<file path="src/hw/rtl/msms_pkg.sv">
`timescale 1ns / 1ps
// ----------------------------------------------------------------------------
// Minutiae shift match package
// Shared types, command codes, register indexes and trial offsets.
// ----------------------------------------------------------------------------
package msms_pkg;

    localparam int DEF_MAX_PROBE     = 64;
    localparam int DEF_MAX_REFERENCE = 64;

    localparam int POS_W   = 12;
    localparam int ANG_W   = 9;
    localparam int BOX_W   = 8;
    localparam int STEP_W  = 8;
    localparam int LIMIT_W = 9;
    localparam int CFG_IDX_W  = 2;
    localparam int CFG_DATA_W = 9;
    localparam int OUT_CNT_W  = 7;
    localparam int SCORE_W    = 17;

    localparam int NUM_TRIALS = 9;

    localparam logic [BOX_W-1:0]   BOX_RESET   = 8'd10;
    localparam logic [STEP_W-1:0]  STEP_RESET  = 8'd5;
    localparam logic [LIMIT_W-1:0] LIMIT_RESET = 9'd15;

    localparam logic [1:0] CMD_CLEAR = 2'd0;
    localparam logic [1:0] CMD_PROBE = 2'd1;
    localparam logic [1:0] CMD_REF   = 2'd2;
    localparam logic [1:0] CMD_MATCH = 2'd3;

    localparam logic [CFG_IDX_W-1:0] REG_BOX_RANGE   = 2'd0;
    localparam logic [CFG_IDX_W-1:0] REG_SHIFT_STEP  = 2'd1;
    localparam logic [CFG_IDX_W-1:0] REG_ANGLE_LIMIT = 2'd2;

    typedef struct packed {
        logic [POS_W-1:0] x;
        logic [POS_W-1:0] y;
        logic [ANG_W-1:0] a;
    } minutia_t;

    typedef struct packed {
        logic     valid;
        logic     first;
        logic     last;
        minutia_t probe;
        minutia_t refm;
    } pair_t;

    typedef struct packed {
        logic [BOX_W-1:0]   box_range;
        logic [STEP_W-1:0]  shift_step;
        logic [LIMIT_W-1:0] angle_limit;
    } cfg_t;

    // Offset direction per trial: -1, 0 or +1 times the shift step.
    function automatic int trial_dx(input int t);
        unique case (t)
            1, 2, 8: trial_dx = 1;
            4, 5, 6: trial_dx = -1;
            default: trial_dx = 0;
        endcase
    endfunction

    function automatic int trial_dy(input int t);
        unique case (t)
            2, 3, 4: trial_dy = 1;
            6, 7, 8: trial_dy = -1;
            default: trial_dy = 0;
        endcase
    endfunction

endpackage

</file>
<file path="src/hw/rtl/msms_div.sv">
`timescale 1ns / 1ps
// ----------------------------------------------------------------------------
// Minutiae shift match divider
// Restoring divider, one quotient bit per cycle, for count * 2^16 / total.
// ----------------------------------------------------------------------------
module msms_div #(
    parameter int CW = 7
) (
    input  logic                           aclk,
    input  logic                           aresetn,
    input  logic                           start,
    input  logic [CW-1:0]                  numer,
    input  logic [CW-1:0]                  denom,
    output logic [msms_pkg::SCORE_W-1:0]   quot,
    output logic                           done
);
    import msms_pkg::*;

    localparam int SW = $clog2(SCORE_W + 1);

    logic [CW-1:0]      rem_reg;
    logic               bit_reg;
    logic [SCORE_W-1:0] quot_reg;
    logic [SW-1:0]      steps_reg;
    logic               busy_reg;
    logic               done_reg;
    logic [CW:0]        trial;
    logic               ge;
    logic [CW-1:0]      rem_next;

    always_comb begin
        trial    = {rem_reg, bit_reg};
        ge       = trial >= {1'b0, denom};
        rem_next = ge ? CW'(trial - {1'b0, denom}) : CW'(trial);
    end

    always_ff @(posedge aclk) begin
        if (!aresetn) begin
            busy_reg  <= 1'b0;
            done_reg  <= 1'b0;
            steps_reg <= '0;
        end else begin
            done_reg <= !start && busy_reg && (steps_reg == '0);
            if (start) begin
                busy_reg  <= 1'b1;
                steps_reg <= SW'(SCORE_W - 1);
            end else if (busy_reg) begin
                steps_reg <= steps_reg - SW'(1);
                if (steps_reg == '0) begin
                    busy_reg <= 1'b0;
                end
            end
        end
    end

    // The bits of the dividend above bit 16 leave numer >> 1 as remainder,
    // because the numerator never exceeds the denominator.
    always_ff @(posedge aclk) begin
        if (start) begin
            rem_reg  <= numer >> 1;
            bit_reg  <= numer[0];
            quot_reg <= '0;
        end else if (busy_reg) begin
            rem_reg  <= rem_next;
            bit_reg  <= 1'b0;
            quot_reg <= {quot_reg[SCORE_W-2:0], ge};
        end
    end

    assign quot = quot_reg;
    assign done = done_reg;

endmodule

</file>
<file path="config.mk">
export PLATFORM = sky130hd
export DESIGN_NAME = msms_div
export DESIGN_NICKNAME = d
export VERILOG_FILES = /design/src/hw/rtl/msms_pkg.sv /design/src/hw/rtl/msms_div.sv
export SDC_FILE = /design/constraint.sdc
export NUM_CORES = 1
export LEC_CHECK = 0
export BUFFER_PORTS_ARGS = -buffer_cell sky130_fd_sc_hd__buf_2
export CELL_PAD_IN_SITES_DETAIL_PLACEMENT = 1
export CELL_PAD_IN_SITES_GLOBAL_PLACEMENT = 1
export CORE_MARGIN = 10
export CORE_UTILIZATION = 37
export DETAILED_ROUTE_END_ITERATION = 6
export PLACE_DENSITY_LB_ADDON = 0.1
export SKIP_LAST_GASP = 1
export SYNTH_ARGS = -nofsm -noshare
export SYNTH_HDL_FRONTEND = slang
export SYNTH_SLANG_ARGS = --single-unit
</file>
<file path="constraint.sdc">
create_clock -name aclk -period 2.15 [get_ports aclk]
set_input_delay 0.215 -clock aclk [delete_from_list [all_inputs] [get_ports aclk]]
set_output_delay 0.215 -clock aclk [all_outputs]
set_load 0.005 [all_outputs]
</file>
* Word level (Yosys, flattened, before mapping)
Cells that the tools add are included.
** Word-level totals
- Memories :: 0
- Bits in writable memories :: 0
- Bits in latches :: 0
- ROM bits :: 0
- Output and inout port bits :: 18
- Word-level logic and storage cells :: 28
- Bits of input ports :: 17
- Register bits after elaboration :: 32
** Operators by class
- Bitwise operators :: 1
- Shifts and indexed selects :: 0
- Reductions and logical operators :: 6
- Mux-type cells :: 10
- Multipliers :: 0
- Eq/ne operators :: 0
- $lt $le $gt $ge :: 1
- $add $sub $neg :: 2
- Divide/modulo/power cells :: 0
** Operators by type and width (count)
- 6-bit 2-to-1 mux :: 2
- 5-bit 2-to-1 mux :: 2
- 8-bit by 7-bit >= comparator with 1-bit output :: 1
- 7-bit 2-to-1 mux :: 1
- 7-bit subtractor :: 1
- 5-bit logical NOT :: 1
- 1-bit 2-to-1 mux :: 5
- 5-bit by 1-bit subtractor with 5-bit output (second input constant) :: 1
- 1-bit logical AND :: 2
- 2-bit nonzero test :: 1
- 2-bit OR reduction :: 1
- 1-bit logical NOT :: 1
- 1-bit NOT :: 1

* Logic depth before layout (Yosys ltp)
- Depth after elaboration :: 4
- Depth in mapped cells :: 9
- Mapped depth without buffers :: 8

* Worst setup path before layout
OpenSTA, ideal clock, no wires.
- Kind :: reg2reg
- Start point :: register bit_reg
- End point :: register rem_reg[3], data pin
- Required time :: 1.890 ns
- Path buffers :: 0
- Stages on the path, launching flop included :: 9
- Setup time :: 0.260 ns
- Arrival :: 1.921 ns
- Clock period less this slack :: 2.181 ns
- Path slack :: -0.031 ns
- Cells stage by stage :: edfxtp_1 -> inv_1 -> ha_1 -> fa_1 -> nand2b_1 -> a211oi_2 -> nor3_2 -> mux2_1 -> mux2_2
** On the way
- Cells in the longest elaborated chain, start to end :: 4
- Elaborated cells on any way between the ends :: 5
- Classes of those cells :: 1 x add/sub; 1 x order compare; 3 x mux
** Ends and longest elaborated chain
- from (decl) :: RTL line msms_div.sv:22 : logic bit_reg;
- from (signal assigned) :: RTL line msms_div.sv:61 : bit_reg <= numer[0];
- 7-bit subtractor / 8-bit by 7-bit >= comparator with 1-bit output (equally long branches) :: RTL line msms_div.sv:34, msms_div.sv:33
- 7-bit 2-to-1 mux (*) :: RTL line msms_div.sv:34 : rem_next = ge ? CW'(trial - {1'b0, denom}) : CW'(trial);
- 6-bit 2-to-1 mux (*) :: RTL line msms_div.sv:63 : end else if (busy_reg) begin
- 6-bit 2-to-1 mux (*) :: RTL line msms_div.sv:59 : if (start) begin
- to (signal assigned) :: RTL line msms_div.sv:60 : rem_reg <= numer >> 1;
- to (signal assigned) :: RTL line msms_div.sv:64 : rem_reg <= rem_next;
- to (decl) :: RTL line msms_div.sv:21 : logic [CW-1:0] rem_reg;
Mark *: on every way between the ends. The rest lies on a longest branch, timed or not. The select of a mux whose other input is x is not followed.
A chain may end at the register's enable or synchronous reset.

* Final worst setup path
Ends and elaborated chain as after synthesis.

==> impl_metrics.py <==
metrics = {
    "detailed_routing": {
        "wl_per_cell_um": 14.66,
        "ant_nets": 0,
        "drt_iter0_markers": 48,
        "avgViaCountPerCell": 5.031,
        "vias": 1318,
        "drc": 0,
        "drtPass1Iterations": 4,
        "routed_wl_mm": 3.840,
    },
    "logic_synthesis": {
        "synthFlopType": "dfxtp_1",
        "synthCells": 169,
        "netlist_area_sq_um": 1650,
        "ys_async_sr_fraction_pct": 0,
        "synth.distinct_cells": 41,
        "yosysWarnings": 0,
        "ys_seq_elements": 32,
        "postSynthAreaPerCell_sq_um": 9.765,
        "syn-num-nets": 195,
        "synth_edf_count": 7,
        "yosysSeqAreaShare_pct": 43.06,
    },
    "pwr": {
        "p_leak_uw": 0.0008954,
        "p_per_area_nw_per_um2": 789.9,
        "totalPowerFinal_uw": 1641,
        "ir_drop_v": 0.0003371,
    },
    "setup_path": {
        "r2r_end": "rem_reg[3]",
        "crit_path_max_fanout": 3,
        "reg2regPathDepth": 8,
        "crit_slowest_cell": "edfxtp_1",
        "crit_path_start_kind": "register",
        "startpoint": "bit_reg",
        "cp_data_arrival_time_ps": 2170,
        "r2r-start": "bit_reg",
        "required_ps": 2170,
        "worstPathBufferInverterCount": 1,
        "slowest_delay_ps": 340,
        "path_cells": "inv_2 -> ha_4 -> fa_2 -> nand2b_4 -> a211oi_4 -> nor3_2 -> mux2_1 -> mux2_2",
        "worst_setup_path_end_kind": "register",
        "rrSetupSlack_ps": 1,
        "path_delay_family": "multiplexers",
        "critPathKind": "reg -> reg",
    },
    "global_routing": {
        "busiest_layer": "met2",
        "antenna_found_initial": 0,
        "grt_usage_pct": 10.81,
        "grt_pass1_wl_mm": 6.686,
        "grt_pass1_vias": 1465,
        "grt_start_max_net_pins": 35,
        "use_met2_pct": 18.52,
        "grt_use_met1_pct": 11.86,
        "grt_overflow_total": 0,
        "met3_usage_pct": 4.784,
    },
    "die": {
        "start_util_pct": 38.17,
        "io_pins": 35,
        "die_h_um": 86.79,
        "core_area_sq_um": 4324,
        "die_area_sq_um": 7532,
        "die_w_um": 86.79,
        "row_count": 24,
    },
    "status": {
        "status": "finished clean",
    },
    "clock_tree": {
        "clk_pin_slew_ps": 60,
        "clock_latency_ps": 280,
        "cts_hold_buffers": 0,
        "htreeDepth": 2,
        "cts_sinks": 32,
        "cts_tree": "yes",
        "clock_path_buffers": 2,
        "cts_buffers": 5,
        "clockRootBuffer": "clkbuf_8",
    },
    "sta": {
        "finalCritPeriodShare_pct": 99.95,
        "drv_slew": 0,
        "clock_skew_ps": 6.473,
        "fin_crit_ps": 2149,
        "worst_slew_pin_slew_ps": 583.0,
        "clock.fmax_ghz": 0.4653,
        "hold_viol": 0,
        "worst_slack_ps": 0.9768,
        "relSlewSlack_pct": 61.13,
        "setup_viol": 0,
        "rsz0062_at_grt": "true",
    },
    "worst_hold_path": {
        "holdPathEnd": "steps_reg[4]",
        "min_delay_path_depth": 2,
        "min_from": "aresetn",
        "hold_path_class": "in -> reg",
    },
    "place": {
        "place_area_sq_um": 1917,
        "gp_congestion": 0.7263,
        "io_buffers": 34,
        "dp_slack_ps": -84.02,
        "dp_hpwl_mm": 2.963,
        "post-place-cells": 254,
    },
    "run": {
        "max_cap_violations": 0,
    },
    "finish": {
        "finalNetCount": 236,
        "antenna-diode-count": 0,
        "syn2layout_area_growth_pct": 25.85,
        "layout.cells.most_common": "buf_2",
        "largest_reg_flops": 17,
        "drive_above_1_share_pct": 34.76,
        "finalInstanceArea_sq_um": 2077,
        "stdcell_count": 262,
        "layout_common_cells": "buf_2 (34), nor2_1 (27), dfxtp_1 (25)",
    },
}
## through the flow
step | util, % | hold WS, ps | TNS, ps
final | 48.03 | 184.4 | 0
after global routing | 48.03 | 211.8 | -159.5
after CTS | 46.41 | 183.2 | -25.34
after detailed placement | 44.33 | 464.6 | -189.6
after global placement | 44.33 | 454.4 | -24.28
after floorplan | - | 332.5 | 0
## how the worst max path moves through the flow
stage                       to  slack [ps]  cells after the start
global placement    rem_reg[3]         -20                      8
floorplan           rem_reg[3]         0.8                      8
detailed placement  rem_reg[3]         -80                      8
global route        rem_reg[3]         -80                      8
finish              rem_reg[3]           1                      8
CTS                 rem_reg[3]         -30                      8
## synth_stat cells (2+ instances only)
library cell	n	area share (%)
a21o_2	2	1.1
clkbuf_1	4	0.91
nand2_1	3	0.68
xor2_1	2	1.1
nor3_1	4	1.2
xnor2_1	4	2.1
buf_2	3	0.91
a21oi_1	6	1.8
dfxtp_1	25	30
inv_1	13	3.0
nor2_1	29	6.6
a211oi_1	2	0.91
nor4_1	2	0.76
mux2_2	3	2.0
nand3b_1	3	1.4
edfxtp_1	7	13
ha_1	8	6.1
nand3_1	2	0.61
mux2i_1	20	12
nor2b_1	5	1.9
nand2b_1	2	0.76
## per-layer routing
metal | vias to the layer above | wire (um)
li1 | 664 | -
met1 | 627 | 1616
met2 | 25 | 1956
met3 | 2 | 251
met4 | 0 | 15
met5 | - | 0
## area by class of cell
class / instances / area [sq um]
inverters: 13 / 48.80
flip-flops and latches: 32 / 710.7
well taps: 52 / 65.06
clock buffers: 6 / 72.57
multi-input cells: 116 / 932.1
fillers: 503 / 2247
clock inverters: 1 / 5.005
repair buffers: 42 / 242.7
## kinds of logic after synthesis
family,share of synthesized area (%)
compound gates,10.16
xor+xnor,3.184
fa+ha+maj,7.279
buf+inv,5.458
flops,43.06
mux,14.86
simple gates,16.00
## power by group
group / internal [uW] / switching, uW / total [uW]
sequential: 663 / 32.0 / 695
clock: 220 / 202 / 421
combinational: 266 / 258 / 524
total: 1150 / 492 / 1640
## what timing repair did
item	4_1_cts	5_1_grt
pin swaps	0	1
setup buffers	0	1
resized for setup	3	12
endpoints found under the setup margin	4	5
Power figures use the tool's default switching activity.
