--- src/hw/rtl/msms_pkg.sv ---
`timescale 1ns / 1ps
// ----------------------------------------------------------------------------
// Minutiae shift match package
// Shared types, command codes, register indexes and trial offsets.
// ----------------------------------------------------------------------------
package msms_pkg;

    localparam int DEF_MAX_PROBE     = 64;
    localparam int DEF_MAX_REFERENCE = 64;

    localparam int POS_W   = 12;
    localparam int ANG_W   = 9;
    localparam int BOX_W   = 8;
    localparam int STEP_W  = 8;
    localparam int LIMIT_W = 9;
    localparam int CFG_IDX_W  = 2;
    localparam int CFG_DATA_W = 9;
    localparam int OUT_CNT_W  = 7;
    localparam int SCORE_W    = 17;

    localparam int NUM_TRIALS = 9;

    localparam logic [BOX_W-1:0]   BOX_RESET   = 8'd10;
    localparam logic [STEP_W-1:0]  STEP_RESET  = 8'd5;
    localparam logic [LIMIT_W-1:0] LIMIT_RESET = 9'd15;

    localparam logic [1:0] CMD_CLEAR = 2'd0;
    localparam logic [1:0] CMD_PROBE = 2'd1;
    localparam logic [1:0] CMD_REF   = 2'd2;
    localparam logic [1:0] CMD_MATCH = 2'd3;

    localparam logic [CFG_IDX_W-1:0] REG_BOX_RANGE   = 2'd0;
    localparam logic [CFG_IDX_W-1:0] REG_SHIFT_STEP  = 2'd1;
    localparam logic [CFG_IDX_W-1:0] REG_ANGLE_LIMIT = 2'd2;

    typedef struct packed {
        logic [POS_W-1:0] x;
        logic [POS_W-1:0] y;
        logic [ANG_W-1:0] a;
    } minutia_t;

    typedef struct packed {
        logic     valid;
        logic     first;
        logic     last;
        minutia_t probe;
        minutia_t refm;
    } pair_t;

    typedef struct packed {
        logic [BOX_W-1:0]   box_range;
        logic [STEP_W-1:0]  shift_step;
        logic [LIMIT_W-1:0] angle_limit;
    } cfg_t;

    // Offset direction per trial: -1, 0 or +1 times the shift step.
    function automatic int trial_dx(input int t);
        unique case (t)
            1, 2, 8: trial_dx = 1;
            4, 5, 6: trial_dx = -1;
            default: trial_dx = 0;
        endcase
    endfunction

    function automatic int trial_dy(input int t);
        unique case (t)
            2, 3, 4: trial_dy = 1;
            6, 7, 8: trial_dy = -1;
            default: trial_dy = 0;
        endcase
    endfunction

endpackage

--- src/hw/rtl/msms_cell.sv ---
`timescale 1ns / 1ps
// ----------------------------------------------------------------------------
// Minutiae shift match cell
// Tests one probe/reference pair at a fixed offset, counts paired probes and
// hands the pair on to the next cell.
// ----------------------------------------------------------------------------
module msms_cell #(
    parameter int DX = 0,
    parameter int DY = 0,
    parameter int CW = 7
) (
    input  logic             aclk,
    input  logic             aresetn,
    input  logic             clr,
    input  msms_pkg::cfg_t   cfg,
    input  msms_pkg::pair_t  pair_i,
    output msms_pkg::pair_t  pair_o,
    output logic [CW-1:0]    count_o
);
    import msms_pkg::*;

    localparam int DW = POS_W + 2;

    pair_t         pair_reg;
    logic          hit_reg;
    logic          hit_next;
    logic [CW-1:0] count_reg;
    logic [CW-1:0] count_next;

    logic signed [STEP_W:0] dx;
    logic signed [STEP_W:0] dy;
    logic signed [DW-1:0]   ddx;
    logic signed [DW-1:0]   ddy;
    logic        [DW-1:0]   adx;
    logic        [DW-1:0]   ady;
    logic signed [ANG_W:0]  dang;
    logic        [ANG_W:0]  aang;
    logic                   match;

    always_comb begin
        dx = (DX > 0) ? $signed({1'b0, cfg.shift_step}) :
             (DX < 0) ? -$signed({1'b0, cfg.shift_step}) : '0;
        dy = (DY > 0) ? $signed({1'b0, cfg.shift_step}) :
             (DY < 0) ? -$signed({1'b0, cfg.shift_step}) : '0;
        // Reference minus shifted probe, compared against the window half width.
        ddx = $signed({2'b00, pair_i.refm.x}) - $signed({2'b00, pair_i.probe.x})
              - $signed({{(DW-STEP_W-1){dx[STEP_W]}}, dx});
        ddy = $signed({2'b00, pair_i.refm.y}) - $signed({2'b00, pair_i.probe.y})
              - $signed({{(DW-STEP_W-1){dy[STEP_W]}}, dy});
        adx = ddx[DW-1] ? DW'(-ddx) : DW'(ddx);
        ady = ddy[DW-1] ? DW'(-ddy) : DW'(ddy);
        dang = $signed({1'b0, pair_i.probe.a}) - $signed({1'b0, pair_i.refm.a});
        aang = dang[ANG_W] ? (ANG_W+1)'(-dang) : (ANG_W+1)'(dang);
        match = (adx <= DW'(cfg.box_range)) && (ady <= DW'(cfg.box_range)) &&
                (aang < {1'b0, cfg.angle_limit});
        hit_next = (pair_i.first ? 1'b0 : hit_reg) | match;
        count_next = count_reg;
        if (pair_i.last && hit_next) begin
            count_next = count_reg + CW'(1);
        end
    end

    always_ff @(posedge aclk) begin
        pair_reg.first <= pair_i.first;
        pair_reg.last  <= pair_i.last;
        pair_reg.probe <= pair_i.probe;
        pair_reg.refm  <= pair_i.refm;
        if (pair_i.valid) begin
            hit_reg <= hit_next;
        end
        if (!aresetn) begin
            pair_reg.valid <= 1'b0;
            count_reg      <= '0;
        end else begin
            pair_reg.valid <= pair_i.valid;
            if (clr) begin
                count_reg <= '0;
            end else if (pair_i.valid) begin
                count_reg <= count_next;
            end
        end
    end

    assign pair_o  = pair_reg;
    assign count_o = count_reg;

endmodule

--- config.mk ---
export PLATFORM = sky130hd
export DESIGN_NAME = msms_cell
export DESIGN_NICKNAME = d
export VERILOG_FILES = /design/src/hw/rtl/msms_pkg.sv /design/src/hw/rtl/msms_cell.sv
export SDC_FILE = /design/constraint.sdc
export NUM_CORES = 1
export LEC_CHECK = 0
export BUFFER_PORTS_ARGS = -buffer_cell sky130_fd_sc_hd__buf_2
export CAP_MARGIN = 10
export CORE_UTILIZATION = 38
export DETAILED_ROUTE_END_ITERATION = 10
export PLACE_DENSITY_LB_ADDON = 0.08
export SLEW_MARGIN = 15
export SYNTH_ARGS = -nofsm -noshare
export SYNTH_HDL_FRONTEND = slang
export SYNTH_SLANG_ARGS = --single-unit
--- constraint.sdc ---
create_clock -name aclk -period 4.3 [get_ports aclk]
set_clock_uncertainty 0.15 [all_clocks]
set_input_delay 0.215 -clock aclk [delete_from_list [all_inputs] [get_ports aclk]]
set_output_delay 0.215 -clock aclk [all_outputs]
set_load 0.01 [all_outputs]
Yosys cells after proc, flatten, opt, wreduce, memory -nomap -nowiden:

Cells that the tools add are included.

* flip-flop bits (word level): 77
* bits in latches: 0
* bits in writable memories: 0
* bits in read-only memories: 0
* bits of input ports: 97
* output and inout port bits: 76
* word-level logic and storage cells: 32
* memories: 0

* add/subtract/negate cells: 7
* multipliers: 0
* divide/modulo/power cells: 0
* $lt $le $gt $ge: 3
* eq/ne operators: 0
* shift operators: 0
* mux-type cells: 4
* bitwise operators: 2
* reductions and logical operators: 5

Operators with widths (number)
* $le 14x8->1: 2
* $mux 14: 2
* $neg 13->14: 2
* $sub 12x12->13: 2
* $lt 10x9->1: 1
* $mux 10: 1
* $neg 10->10: 1
* $sub 9x9->10: 1
* $add 7x1->7 const B: 1
* $logic_and 1x1->1: 3
* $reduce_and 2->1: 1
* $reduce_or 2->1: 1
* $mux 1: 1
* $not 1->1: 1
* $or 1x1->1: 1

Depth between registers and ports, before layout:

* depth in word-level cells: 9
* gate-level depth with buffers: 23

Worst setup path before layout:

No wires, ideal clock.

* path kind: input port to flip-flop
* start: in pair_i[21] (netlist bit)
* end: reg count_reg[6] (netlist: count_o[6])
* data arrival time: 4.486 ns
* data required time: 4.034 ns
* slack: -0.452 ns
* stages on the path: 21
* buffers on the path: 0
* cell sequence: inv_1 > ha_1 > inv_1 > fa_1 > a21o_1 > a221oi_2 > o21ai_0 > a21o_1 > a21oi_1 > o21ai_0 > xnor2_1 > ha_1 > a211oi_1 > a31oi_1 > a2111oi_0 > o31ai_1 > a211oi_1 > nand4b_1 > o22ai_4 > a31oi_1 > a41o_1

* longest elaborated chain between the ends: 9

Ends and longest elaborated chain
* start, declared: line msms_cell.sv:16 `input msms_pkg::pair_t pair_i,`
* $sub 12x12->13 (*): line msms_cell.sv:46 `ddx = $signed({2'b00, pair_i.refm.x}) - $signed({2'b00, pair_i.probe.x})`
* $neg 13->14: line msms_cell.sv:50 `adx = ddx[DW-1] ? DW'(-ddx) : DW'(ddx);`
* $mux 14 (*): line msms_cell.sv:50
* $le 14x8->1 (*): line msms_cell.sv:54 `match = (adx <= DW'(cfg.box_range)) && (ady <= DW'(cfg.box_range)) &&`
* $logic_and 1x1->1 (*) (2 in a row): line msms_cell.sv:54
* $or 1x1->1 (*): line msms_cell.sv:56 `hit_next = (pair_i.first ? 1'b0 : hit_reg) | match;`
* $logic_and 1x1->1 (*): line msms_cell.sv:58 `if (pair_i.last && hit_next) begin`
* $reduce_and 2->1 (no source line) (*)
* end signal, assigned: line msms_cell.sv:79 `count_reg <= count_next;`
* end, declared: line msms_cell.sv:27 `logic [CW-1:0] count_reg;`

Mark *: on every way between the ends. The rest lies on a longest branch, timed or not.
A chain may end at the register's enable or synchronous reset.

Worst setup path after layout:

* start: in pair_i[33] (netlist bit)
* end: reg count_reg[1] (netlist: count_o[1])

* longest elaborated chain between the ends: 8

Ends and longest elaborated chain
* $sub 9x9->10 (*): line msms_cell.sv:52 `dang = $signed({1'b0, pair_i.probe.a}) - $signed({1'b0, pair_i.refm.a});`
* $neg 10->10: line msms_cell.sv:53 `aang = dang[ANG_W] ? (ANG_W+1)'(-dang) : (ANG_W+1)'(dang);`
* $mux 10 (*): line msms_cell.sv:53
* $lt 10x9->1 (*): line msms_cell.sv:55 `(aang < {1'b0, cfg.angle_limit});`
* $logic_and 1x1->1 (*): line msms_cell.sv:54
* $or 1x1->1 (*): line msms_cell.sv:56
* $logic_and 1x1->1 (*): line msms_cell.sv:58
* $reduce_and 2->1 (no source line) (*)

Marks and branches as above.

==> results.txt <==
- In this run the power density over the cells is 327.0 nW/um2.
* Average footprint of a synthesized cell: 8.906 um2
- Die Ht: 114.0 um
- TritonCTS built the clock tree.
* Ys flop type: sky130_fd_sc_hd__dfxtp_1
- Clock latency at the later pin of the worst-skew pair: 0.34 ns
- Top post-synthesis cells by count: sky130_fd_sc_hd__dfxtp_1, sky130_fd_sc_hd__ha_1, sky130_fd_sc_hd__inv_1, sky130_fd_sc_hd__nand2_1, sky130_fd_sc_hd__nor2_1
* Number of placed I/O pins: 173
- Leakage: 3.833 nW
- Iteration count of the initial detailed-routing pass: 4
* Max Transition Viols Final: 0
- Syn Nets: 696
- Nature of the critical path startpoint: input pin
- The most critical setup path has its startpoint at pair_i[33].
- Number of fillers in the final layout: 1122
- Final design utilization: 0.6236
- In this run the tightest slew margin relative to its limit is 0.6459.
- Entering global routing, the biggest net connects 15 pins.
* Htree depth: 3
- The congestion estimate from routability-driven global placement came to 0.8066.
- Cell type of the slowest stage on the worst timing path: sky130_fd_sc_hd__fa_1
- The share of synthesized area in the top cell type comes to 0.3193.
* Residual DRC count: 0
- Violations in the final reports: setup timing
* Post-route worst setup slack: -0.03025 ns
- Min-delay worst type: input pin to flip-flop
- The core region is 12110 um2.
- Number of max-cap violations: 0
* Critical Path End Type: flip-flop
* Most numerous cell in the Yosys netlist: sky130_fd_sc_hd__dfxtp_1
- Final count of negative-setup-slack endpoints: 2
- Of all nets on the critical path, the largest fanout is 5.
- The run finished, with violations left.
- The total overflow left after global routing is 0.
- The complex-gate fraction of the synthesized area came to 0.2161.
* Post-Route WL: 12490 um
* Number of buffers on the longest clock path: 2
* Number of rows created at floorplan: 40
- Prior to clock tree synthesis, the placed netlist has a worst setup slack of -0.6342 ns.
- Post-synthesis instance area: 4765 um2
* Remaining antenna violation count: 0
* Setup Crit Path Kind: input pin to flip-flop
* Transition time of the tightest slew-check pin: 0.5256 ns
- Of all flip-flops after synthesis, the portion carrying an async set or reset was 0.
- Number of flip-flops and latches in the synthesized netlist: 77
- Count of warnings emitted by yosys: 0
* Chain of cells forming the critical path: buf_2, inv_1, ha_1, inv_1, fa_1, a21o_1, a221oi_2, xnor2_2, nor3_2, a21oi_1, xor2_1, ha_1, and3_1, a221o_1, a2111oi_4, o31ai_2, a211oi_2, nand4b_1, o22ai_4, buf_6, mux2i_1, nor2_1
- Timing would allow up to 230.9 MHz.
- For this run, the total global-route usage over all layers was measured as 0.1972.
- Most area-hungry cell type in the Yosys netlist: sky130_fd_sc_hd__dfxtp_1
- The synthesized netlist contains 64 unique library cells.
- In this design, the stage delay of the slowest critical-path cell is 0.39 ns.
* Post-synthesis share of cell area spent on xor and xnor gates: 0.07721
- Dividing the detail-routed wire length by the instance count gives 12.07 um.
- The die covers 12990 um2.
- Clock transition at the registers of the reported paths: 0.06 ns
- Beginning of the worst hold path: clr
* Width of the die: 114.0 um
- Total via count in the routed design: 4953
- Broken down by cell family, the worst path's largest delay share belongs to compound AO/OA/AOI/OAI gates.
* Via density per instance: 4.786
- For this configuration, the core starts out at a cell density of 0.3934.
- Final net count: 1023
- Data on the critical path is required at its endpoint by 4.39 ns.
- Max reg flops: 69
* Arrival @ worst endpoint: 4.42 ns
* Number of instances in the synthesized netlist: 535
- Period minus WS final: 4.330 ns
- TritonCTS created 9 clock buffers.
- The worst register-to-register path begins at count_o[2]$_SDFFE_PP0P_.
* Peak supply drop: 0.1582 mV
- Cell at the root of the clock tree: sky130_fd_sc_hd__clkbuf_16
* Simple-Gate Fraction of Synth Area: 0.1413
- Fraction of layout cells with a size suffix above 1: 0.3506
- The clock drives 77 sinks.
- Number of hold-slack violations in the final timing report: 0
- Diodes inserted: 0
- The via count of the first global-routing pass is 4815.
- Unrepaired setup endpoints after global routing: yes
- Once detailed placement completed, the half-perimeter wirelength came to 9553 um.
* Relative area change from synthesis to final layout: 58.51%
* Crit path buffers/inverters: 4
* Mux share of post-synthesis cell area: 0.01497
* Area share of fa/ha/maj cells after synthesis: 0.1728
- Share of synthesized area occupied by flip-flops and latches: 0.3256
- In this run, the number of DRC markers left after iteration 0 of detailed routing was 130.
* Initial antenna violation count: 0
- Top post-synthesis cells by area: sky130_fd_sc_hd__dfxtp_1, sky130_fd_sc_hd__ha_1, sky130_fd_sc_hd__xnor2_1
* Dominant combinational cell family by area after synthesis: compound AO/OA/AOI/OAI gates
* Global-route wire length before repair: 20510 um
* Number of buffers added on ports: 164
* Final clock period utilization by the worst path: 1.007
- Post-synth EDFFs: 1
* Aggregate negative setup slack: -0.05222 ns
[cell type report]
cell class	instances	area (um2)	share of cell area
flip-flops and latches	77	1551	0.2054
well taps	168	210.2	0.02783
clock inverters	6	46.29	0.006130
inverters	60	227.7	0.03015
clock buffers	10	239.0	0.03164
multi-input cells	394	3094	0.4097
repair buffers	320	2183	0.2891
[layer usage]
layer / vias up / track usage / routed length (um) / part of all wire
li1: 2557 / - / - / -
met1: 2276 / 0.2235 / 5304 / 0.42
met2: 110 / 0.3572 / 6449 / 0.52
met3: 10 / 0.04091 / 526 / 0.042
met4: 0 / 0.08312 / 207 / 0.017
met5: - / 0 / 0 / 0
[cells by family (layout without fill, tap and decap cells)]
family,count (synthesis),in the layout
xor+xnor,42,42
compound gates,146,146
fa+ha+maj,64,64
mux,7,7
flops,77,77
buf+inv,64,396
simple gates,135,135
[path summary, 6_finish.rpt]
kind / endpoint / slack, ns / depth (start not counted)
setup reg to reg: count_o[6]$_SDFFE_PP0P_ / 2.94 / 4
hold reg to reg: count_o[3]$_SDFFE_PP0P_ / 0.34 / 2
setup / recovery: count_o[1]$_SDFFE_PP0P_ / -0.03 / 22
hold / removal: count_o[3]$_SDFFE_PP0P_ / 0.09 / 4
[layout by cell type, fill, tap and decap left out, types with 3 or more instances in the layout]
cell type	Yosys	routed
sky130_fd_sc_hd__a211oi_1	7	6
sky130_fd_sc_hd__a21boi_0	4	4
sky130_fd_sc_hd__a21o_1	18	18
sky130_fd_sc_hd__a21oi_1	27	24
sky130_fd_sc_hd__a21oi_2	1	3
sky130_fd_sc_hd__a2bb2oi_1	3	3
sky130_fd_sc_hd__a31oi_1	12	11
sky130_fd_sc_hd__and2_1	6	6
sky130_fd_sc_hd__and3_1	7	7
sky130_fd_sc_hd__buf_2	0	163
sky130_fd_sc_hd__buf_4	0	83
sky130_fd_sc_hd__buf_6	1	3
sky130_fd_sc_hd__clkbuf_16	0	9
sky130_fd_sc_hd__dfxtp_1	76	76
sky130_fd_sc_hd__dlygate4sd3_1	0	71
sky130_fd_sc_hd__ha_1	61	60
sky130_fd_sc_hd__inv_1	60	58
sky130_fd_sc_hd__mux2i_1	6	6
sky130_fd_sc_hd__nand2_1	37	36
sky130_fd_sc_hd__nand2b_1	7	7
sky130_fd_sc_hd__nand3_1	6	6
sky130_fd_sc_hd__nand4_1	8	8
sky130_fd_sc_hd__nor2_1	32	32
sky130_fd_sc_hd__nor2b_1	8	8
sky130_fd_sc_hd__nor3_1	9	8
sky130_fd_sc_hd__o211ai_1	3	3
sky130_fd_sc_hd__o21a_1	10	9
sky130_fd_sc_hd__o21ai_0	19	15
sky130_fd_sc_hd__o21ai_2	0	3
sky130_fd_sc_hd__o22ai_1	3	3
sky130_fd_sc_hd__o31ai_1	7	5
sky130_fd_sc_hd__or2_2	4	4
sky130_fd_sc_hd__xnor2_1	29	27
sky130_fd_sc_hd__xor2_1	13	12
[metrics by stage]
stage / std cells / cell area [um2] / power (mW) / hold slack [ns]
finish: 1035 / 7552 / 2.470 / 0.08907
floorplan: 535 / 4778 / 1.334 / 0.09272
global route: 1035 / 7552 / 2.645 / 0.1063
detailed placement: 940 / 6365 / 1.659 / 0.1827
CTS: 1030 / 7405 / 2.451 / 0.07839
global placement: 940 / 6365 / 1.632 / 0.1819
[power by group]
part           switching [mW]  total [mW]  internal, mW
Combinational           0.481       0.997         0.516
Clock                   0.306       0.715         0.409
Sequential            0.00783       0.758         0.750
[timing repair]
item | 4_1_cts | 5_1_grt
buffers inserted | 3 | 5
hold endpoints to repair | 70 | 0
hold buffers | 71 | 0
endpoints found under the setup margin | 7 | 8
pin swaps | 4 | 19
gates resized for setup | 5 | 25
[worst reg2reg max path, cell delays in order (launching register included)]
cell and delay (ns):
sky130_fd_sc_hd__dfxtp_1 0.39, sky130_fd_sc_hd__and2_1 0.21, sky130_fd_sc_hd__and3_1 0.21, sky130_fd_sc_hd__a31oi_1 0.09
sky130_fd_sc_hd__a41o_1 0.21
Note: power is estimated with default switching activity, not from simulation.
